<file path="src/rtl/core/stbs_pkg.sv">
`default_nettype none
// ----------------------------------------------------------------------------
// stbs_pkg
// Shared types and codes for the sorted table binary search block.
// ----------------------------------------------------------------------------
package stbs_pkg;

  // input item kind, carried on in_tuser
  localparam logic MODE_WRITE  = 1'b0;
  localparam logic MODE_SEARCH = 1'b1;

  localparam int DATA_W = 32;

  typedef enum logic [3:0] {
    ST_IDLE  = 4'b0001,
    ST_PROBE = 4'b0010,
    ST_CMP   = 4'b0100,
    ST_DONE  = 4'b1000
  } stbs_state_t;

  // controller to datapath
  typedef struct packed {
    logic wr_en;     // store one table entry
    logic start;     // load key and initial range
    logic probe_rd;  // read the middle entry of the range
    logic step;      // narrow the range after a miss on the probe
    logic set_hit;   // record a match at the probed position
    logic set_miss;  // record key not found
    logic push;      // move the result into the output register
  } stbs_cmd_t;

  // datapath to controller
  typedef struct packed {
    logic range_empty;
    logic hit;
    logic out_free;
  } stbs_status_t;

endpackage : stbs_pkg
`default_nettype wire

</file>
<file path="src/rtl/core/sorted_table_binary_search_top.sv">
`default_nettype none
// ----------------------------------------------------------------------------
// sorted_table_binary_search_top
// Binary search over a configurable-length table of signed 32-bit words.
// ----------------------------------------------------------------------------
// A write item (in_tuser = 0) stores one word into the table and gives no
// result; positions at or above TABLE_DEPTH are dropped. A search item
// (in_tuser = 1) looks up its key among the first cfg_wr_data entries
// (saturated to TABLE_DEPTH) and returns one result: found on out_tuser and
// the matching position on out_tdata, or position 0 when not found. Each probe
// reads the middle entry of the range from the table memory, which has a
// registered read port, and then compares it with the key and narrows the
// range; a search that misses ends when the range is empty. A 64-entry table
// needs up to seven probes, and the next item is taken once the result sits
// in the output register. The table is not cleared by reset: every entry a
// search can reach must be written first.
// ----------------------------------------------------------------------------
module sorted_table_binary_search_top
  import stbs_pkg::*;
#(
  parameter int TABLE_DEPTH = 64
) (
  input  wire logic        clk,
  input  wire logic        rst_n,
  input  wire logic        cfg_wr_en,
  input  wire logic [6:0]  cfg_wr_data,    // entries_in_use
  input  wire logic        in_tvalid,
  output      logic        in_tready,
  input  wire logic [71:0] in_tdata,       // entry_index[5:0], entry_value[37:6],
                                           // search_key[69:38], zero pad
  input  wire logic        in_tuser,       // mode
  output      logic        out_tvalid,
  input  wire logic        out_tready,
  output      logic [7:0]  out_tdata,      // position[5:0], zero pad
  output      logic        out_tuser       // found
);

  stbs_cmd_t    cmd;
  stbs_status_t status;
  logic [5:0]   out_position;

  stbs_ctrl u_ctrl (
    .clk       (clk),
    .rst_n     (rst_n),
    .in_tvalid (in_tvalid),
    .in_mode   (in_tuser),
    .in_tready (in_tready),
    .status    (status),
    .cmd       (cmd)
  );

  stbs_datapath #(
    .TABLE_DEPTH (TABLE_DEPTH)
  ) u_datapath (
    .clk            (clk),
    .rst_n          (rst_n),
    .cmd            (cmd),
    .status         (status),
    .cfg_wr_en      (cfg_wr_en),
    .cfg_wr_data    (cfg_wr_data),
    .in_entry_index (in_tdata[5:0]),
    .in_entry_value (in_tdata[37:6]),
    .in_search_key  (in_tdata[69:38]),
    .out_tready     (out_tready),
    .out_tvalid     (out_tvalid),
    .out_found      (out_tuser),
    .out_position   (out_position)
  );

  assign out_tdata = {2'b00, out_position};

endmodule : sorted_table_binary_search_top
`default_nettype wire

</file>
<file path="src/rtl/core/stbs_ctrl.sv">
`default_nettype none
// ----------------------------------------------------------------------------
// stbs_ctrl
// Sequencer for table writes and the probe / compare loop of a search.
// ----------------------------------------------------------------------------
module stbs_ctrl
  import stbs_pkg::*;
(
  input  wire logic         clk,
  input  wire logic         rst_n,
  input  wire logic         in_tvalid,
  input  wire logic         in_mode,
  output      logic         in_tready,
  input  wire stbs_status_t status,
  output      stbs_cmd_t    cmd
);

  stbs_state_t state_r, state_nxt;

  always_ff @(posedge clk) begin
    if (!rst_n) begin
      state_r <= ST_IDLE;
    end else begin
      state_r <= state_nxt;
    end
  end

  assign in_tready = (state_r == ST_IDLE);

  always_comb begin
    state_nxt = state_r;
    cmd       = '0;
    unique case (state_r)
      ST_IDLE: begin
        if (in_tvalid) begin
          if (in_mode == MODE_SEARCH) begin
            cmd.start = 1'b1;
            state_nxt = ST_PROBE;
          end else begin
            cmd.wr_en = 1'b1;
          end
        end
      end
      ST_PROBE: begin
        if (status.range_empty) begin
          cmd.set_miss = 1'b1;
          state_nxt    = ST_DONE;
        end else begin
          cmd.probe_rd = 1'b1;
          state_nxt    = ST_CMP;
        end
      end
      ST_CMP: begin
        if (status.hit) begin
          cmd.set_hit = 1'b1;
          state_nxt   = ST_DONE;
        end else begin
          cmd.step  = 1'b1;
          state_nxt = ST_PROBE;
        end
      end
      ST_DONE: begin
        // wait for the output register to have room
        if (status.out_free) begin
          cmd.push  = 1'b1;
          state_nxt = ST_IDLE;
        end
      end
      default: begin
        state_nxt = ST_IDLE;
      end
    endcase
  end

endmodule : stbs_ctrl
`default_nettype wire

</file>
<file path="src/rtl/core/stbs_datapath.sv">
`default_nettype none
// ----------------------------------------------------------------------------
// stbs_datapath
// Table memory, search range registers, compare and output register.
// ----------------------------------------------------------------------------
module stbs_datapath
  import stbs_pkg::*;
#(
  parameter int TABLE_DEPTH = 64
) (
  input  wire logic                     clk,
  input  wire logic                     rst_n,
  input  wire stbs_cmd_t                cmd,
  output      stbs_status_t             status,
  input  wire logic                     cfg_wr_en,
  input  wire logic [6:0]               cfg_wr_data,
  input  wire logic [5:0]               in_entry_index,
  input  wire logic signed [DATA_W-1:0] in_entry_value,
  input  wire logic signed [DATA_W-1:0] in_search_key,
  input  wire logic                     out_tready,
  output      logic                     out_tvalid,
  output      logic                     out_found,
  output      logic [5:0]               out_position
);

  localparam int IDX_W = $clog2(TABLE_DEPTH);
  localparam int CNT_W = $clog2(TABLE_DEPTH + 1);

  logic signed [DATA_W-1:0] table_mem [TABLE_DEPTH];

  logic [6:0]               entries_r;
  logic [CNT_W-1:0]         count;
  logic [CNT_W-1:0]         lo_r, hi_r, mid;
  logic [IDX_W-1:0]         mid_r;
  logic signed [DATA_W-1:0] key_r;
  logic signed [DATA_W-1:0] rdata_r;
  logic                     key_above;
  logic                     res_found_r;
  logic [IDX_W-1:0]         res_pos_r;
  logic                     out_tvalid_r;
  logic                     out_found_r;
  logic [5:0]               out_position_r;

  always_ff @(posedge clk) begin
    if (!rst_n) begin
      entries_r <= '0;
    end else if (cfg_wr_en) begin
      entries_r <= cfg_wr_data;
    end
  end

  // counts above the table depth saturate
  assign count = (32'(entries_r) > TABLE_DEPTH) ? CNT_W'(TABLE_DEPTH) : CNT_W'(entries_r);

  // probe at low + (high - low) / 2 over the inclusive range, high = hi_r - 1
  assign mid = lo_r + ((hi_r - lo_r - CNT_W'(1)) >> 1);

  always_ff @(posedge clk) begin
    if (cmd.wr_en && (32'(in_entry_index) < TABLE_DEPTH)) begin
      table_mem[IDX_W'(in_entry_index)] <= in_entry_value;
    end
    if (cmd.probe_rd) begin
      rdata_r <= table_mem[mid[IDX_W-1:0]];
    end
  end

  assign key_above = key_r > rdata_r;

  always_ff @(posedge clk) begin
    if (cmd.start) begin
      key_r <= in_search_key;
      lo_r  <= '0;
      hi_r  <= count;
    end else if (cmd.step) begin
      if (key_above) begin
        lo_r <= CNT_W'(mid_r) + CNT_W'(1);
      end else begin
        hi_r <= CNT_W'(mid_r);
      end
    end
    if (cmd.probe_rd) begin
      mid_r <= mid[IDX_W-1:0];
    end
    if (cmd.set_hit) begin
      res_found_r <= 1'b1;
      res_pos_r   <= mid_r;
    end else if (cmd.set_miss) begin
      res_found_r <= 1'b0;
      res_pos_r   <= '0;
    end
  end

  always_ff @(posedge clk) begin
    if (!rst_n) begin
      out_tvalid_r <= 1'b0;
    end else if (cmd.push) begin
      out_tvalid_r <= 1'b1;
    end else if (out_tready) begin
      out_tvalid_r <= 1'b0;
    end
  end

  always_ff @(posedge clk) begin
    if (cmd.push) begin
      out_found_r    <= res_found_r;
      out_position_r <= 6'(res_pos_r);
    end
  end

  assign status.range_empty = (lo_r >= hi_r);
  assign status.hit         = (rdata_r == key_r);
  assign status.out_free    = !out_tvalid_r || out_tready;

  assign out_tvalid   = out_tvalid_r;
  assign out_found    = out_found_r;
  assign out_position = out_position_r;

endmodule : stbs_datapath
`default_nettype wire
</file>
<file path="config.mk">
export PLATFORM = sky130hd
export DESIGN_NAME = sorted_table_binary_search_top
export DESIGN_NICKNAME = d
export VERILOG_FILES = /design/src/rtl/core/stbs_pkg.sv /design/src/rtl/core/sorted_table_binary_search_top.sv /design/src/rtl/core/stbs_ctrl.sv /design/src/rtl/core/stbs_datapath.sv
export SDC_FILE = /design/constraint.sdc
export NUM_CORES = 2
export LEC_CHECK = 0
export BUFFER_PORTS_ARGS = -buffer_cell sky130_fd_sc_hd__buf_2
export CAP_MARGIN = 30
export CORE_ASPECT_RATIO = 0.8
export CORE_MARGIN = 5
export CORE_UTILIZATION = 66
export DETAILED_ROUTE_END_ITERATION = 7
export GPL_ROUTABILITY_DRIVEN = 0
export PLACE_DENSITY = 0.88
export SYNTH_ARGS = -nofsm -noshare
export SYNTH_HDL_FRONTEND = slang
export SYNTH_SLANG_ARGS = --single-unit
export TNS_END_PERCENT = 5
</file>
<file path="constraint.sdc">
create_clock -name clk -period 8.65 [get_ports clk]
set_input_delay 1.73 -clock clk [delete_from_list [all_inputs] [get_ports clk]]
set_output_delay 1.73 -clock clk [all_outputs]
set_load 0.02 [all_outputs]
</file>
==> metrics.md <==
| Metric | Value |
|---|---|
| Worst Setup Start Kind | `register` |
| CP max FO | `89` |
| Initial Util | `66.5%` |
| Critical Path, Cell by Cell | `inv_1, ha_1, inv_1, fa_1, inv_1, ha_4, inv_1, fa_4, buf_12, mux4_2, mux4_2, mux2i_1, mux2i_1` |
| # DRC | `0` |
| Dpl cell area | `87000 µm²` |
| Post-synthesis register bit count | `2158` |
| Clk slew on worst S/H paths | `70 ps` |
| Power Density | `240 nW/µm²` |
| TritonCTS clock tree | `yes` |
| Skew-Pair Late Insertion Delay | `860 ps` |
| Mapped Area | `83200 µm²` |
| CTS Hold Buffers Added | `0` |
| Fmax | `172 MHz` |
| Asr flop ratio synth | `0%` |
| Vias after detailed routing | `44811` |
| Final Setup Violations | `0` |
| Relative slew slack | `29.8%` |
| Total global-route track usage | `40.3%` |
| Core Rows | `116` |
| H-Tree Depth | `4` |
| Fillers | `5751` |
| Core ar. | `125000 µm²` |
| NumNets Final | `3823` |
| GRT overflow | `0` |
| Drt total wl | `265 mm` |
| Top cell by count, worst path | `inv_1` |
| WP data arrival | `6290 ps` |
| Layout Cells excl Fill | `5516` |
| Netlist cell types | `52` |
| Max stage delay on crit path | `1230 ps` |
| Num ports | `96` |
| Initial antenna violation count | `34` |
| Yosys warns | `0` |
| Die Wd | `407 µm` |
| RSZ-0062 raised after global routing | `no` |
| Hold crit path type | `register to register` |
| Seq/Total Area, Yosys | `77.7%` |
| Initial DRC count | `9440` |
| Average routed wire per standard cell | `48.1 µm` |
| Crit path time final | `5810 ps` |
| Dpl cells | `5140` |
| First-pass DRT Iterations | `7` |
| Slew @ Worst Pin | `1050 ps` |
| Crit Path Class | `register to register` |
| Hold Vio Cnt, Final | `0` |
| Via density | `8.12` |
| Required time of the worst setup path | `9130 ps` |
| Peak supply drop | `0.316 mV` |
| Tcrit/Tclk final | `67.1%` |
| Die ar. | `133000 µm²` |
| CTS Buf Count | `191` |
| Setup crit end kind | `register` |
| WHS | `424 ps` |
| Root Buffer | `clkbuf_16` |
| Clock Skew | `46.6 ps` |
| Layout cells sized above 1 | `31.3%` |
| Design area | `93400 µm²` |
| Clk sinks | `2158` |
| Max Root-Sink Buffers | `3` |
| Die Y | `327 µm` |
| Tot Pwr | `22.4 mW` |
| Number of enable flip-flop cells after synthesis | `2138` |
| Mean Syn Cell Area | `24.2 µm²` |
| Leakage | `29.7 nW` |
| Max cap viols | `0` |
| Area delta synth->final | `12.3%` |
| Synth Instances | `3438` |
| Number of buffers added on ports | `91` |
| Crit path max-delay cell type | `fa_4` |
| Synth Flop Type | `edfxtp_1` |
| Fin. max-slew vios | `0` |
| Setup Fix Bufs, Post-CTS | `0` |
| Post-DP HPWL | `128 mm` |
| Largest net degree at the start of global routing | `98` |
| Resize count post-CTS | `0` |
| Antenna viol nets, final | `0` |
| Fin Setup TNS | `0 ps` |
| Status | `completed` |
| Global-route wire length before repair | `361 mm` |
| Vias in the first global route | `42980` |
report_power, final:
group / switching, mW / internal [mW]
sequential: 0.0182 / 11.5
clock: 4.24 / 4.79
combinational: 1.15 / 0.717
total: 5.41 / 17.0
worst paths after layout:
| check | startpoint | to | slack, ps | cells after the start |
|---|---|---|---|---|
| min reg2reg | u_datapath.res_pos_r[2]$_SDFFCE_PN0N_ | u_datapath.out_position[2]$_DFFE_PP_ | 420 | 0 |
| min | u_datapath.res_pos_r[2]$_SDFFCE_PN0N_ | u_datapath.out_position[2]$_DFFE_PP_ | 420 | 0 |
| max reg2reg | u_datapath.lo_r[0]$_SDFFE_PP0P_ | u_datapath.rdata_r[28]$_DFFE_PP_ | 2840 | 13 |
| max | u_datapath.lo_r[0]$_SDFFE_PP0P_ | u_datapath.rdata_r[28]$_DFFE_PP_ | 2840 | 13 |
registers in the layout (all words and copies together), names as in the netlist:
name                     flops
u_ctrl.state_r               4
u_datapath.entries_r         7
u_datapath.hi_r              7
u_datapath.key_r            32
u_datapath.lo_r              7
u_datapath.mid_r             6
u_datapath.out_found         1
u_datapath.out_position      6
u_datapath.out_tvalid        1
u_datapath.rdata_r          32
u_datapath.res_found_r       1
u_datapath.res_pos_r         6
u_datapath.table_mem      2048
per-stage QoR:
stage	worst slack, ps	utilization, %
floorplan	4290	-
global placement	3300	69.0
detailed placement	3190	69.5
CTS	3070	74.5
global route	2860	74.6
finish	2840	74.6
logic make-up after synthesis:
family / synth area share (%)
and+or+nand+nor: 1.06
xor gates and xnor gates: 0.156
other: 0.00451
muxes: 18.7
AOI/OAI and AO/OA: 0.427
adders and majority gates: 0.815
DFF: 77.7
buffers and inverters: 1.17
final cells by class:
cell class | count | area (µm²) | share of cell area, %
Sequential cell | 2158 | 64600 | 69.2
Multi-Input combinational cell | 1059 | 18100 | 19.4
Clock buffer | 237 | 5010 | 5.37
Tap cell | 1652 | 2070 | 2.21
Timing Repair Buffer | 216 | 2030 | 2.17
Clock inverter | 115 | 1250 | 1.34
Inverter | 59 | 221 | 0.237
Antenna cell | 20 | 50.0 | 0.0536
critical path: cells and delay by family (launching register included):
kind | cells | cell delay (ps)
buffers and inverters | 5 | 860
DFF | 1 | 420
muxes | 4 | 2080
adders and majority gates | 4 | 1980
synthesized netlist by cell type (2+ instances only):
master | count | share of area (%)
nand4_1 | 6 | 0.045
buf_6 | 6 | 0.081
o21ai_0 | 17 | 0.10
fa_1 | 2 | 0.048
nor3_1 | 3 | 0.018
buf_4 | 2 | 0.018
ha_1 | 51 | 0.77
buf_1 | 20 | 0.090
mux4_2 | 640 | 17
nand3b_1 | 3 | 0.027
a21o_1 | 5 | 0.045
clkbuf_1 | 66 | 0.30
inv_1 | 59 | 0.27
nor2b_1 | 12 | 0.090
nand2b_1 | 10 | 0.075
and3_1 | 3 | 0.023
o31ai_1 | 2 | 0.018
o21a_1 | 4 | 0.036
xnor2_1 | 10 | 0.11
mux2i_1 | 109 | 1.3
nor2_1 | 74 | 0.33
xor2_1 | 3 | 0.032
edfxtp_1 | 2138 | 77
a21oi_1 | 24 | 0.14
nand3_1 | 11 | 0.066
and2_1 | 9 | 0.068
buf_2 | 69 | 0.42
a221oi_1 | 2 | 0.021
dfxtp_1 | 20 | 0.48
nand2_1 | 36 | 0.16
routing by layer:
layer / part of all wire (%) / wire length [µm] / global-route usage (%) / vias to the layer above
li1: - / - / - / 15219
met2: 47 / 124000 / 62.8 / 5705
met1: 30 / 79000 / 52.2 / 22639
met3: 15 / 40600 / 12.1 / 1218
met4: 8.0 / 21300 / 21.9 / 30
met5: 0.078 / 207 / 0 / -
layout by cell type, fill, tap and decap left out, types with 12 or more instances in the layout:
cell type and n:
dfxtp_1 20, diode_2 20, nand2_1 36, edfxtp_1 2138, clkbuf_16 193, a21oi_1 24
clkinv_2 32, buf_12 35, nor2b_1 12, bufinv_16 21, clkinv_1 41, ha_1 50
mux4_2 640, nor2_4 64, buf_4 79, inv_1 59, o21ai_0 17, clkbuf_1 42
buf_2 91, mux2i_1 109
No activity file was read; power rests on OpenSTA's default activity.
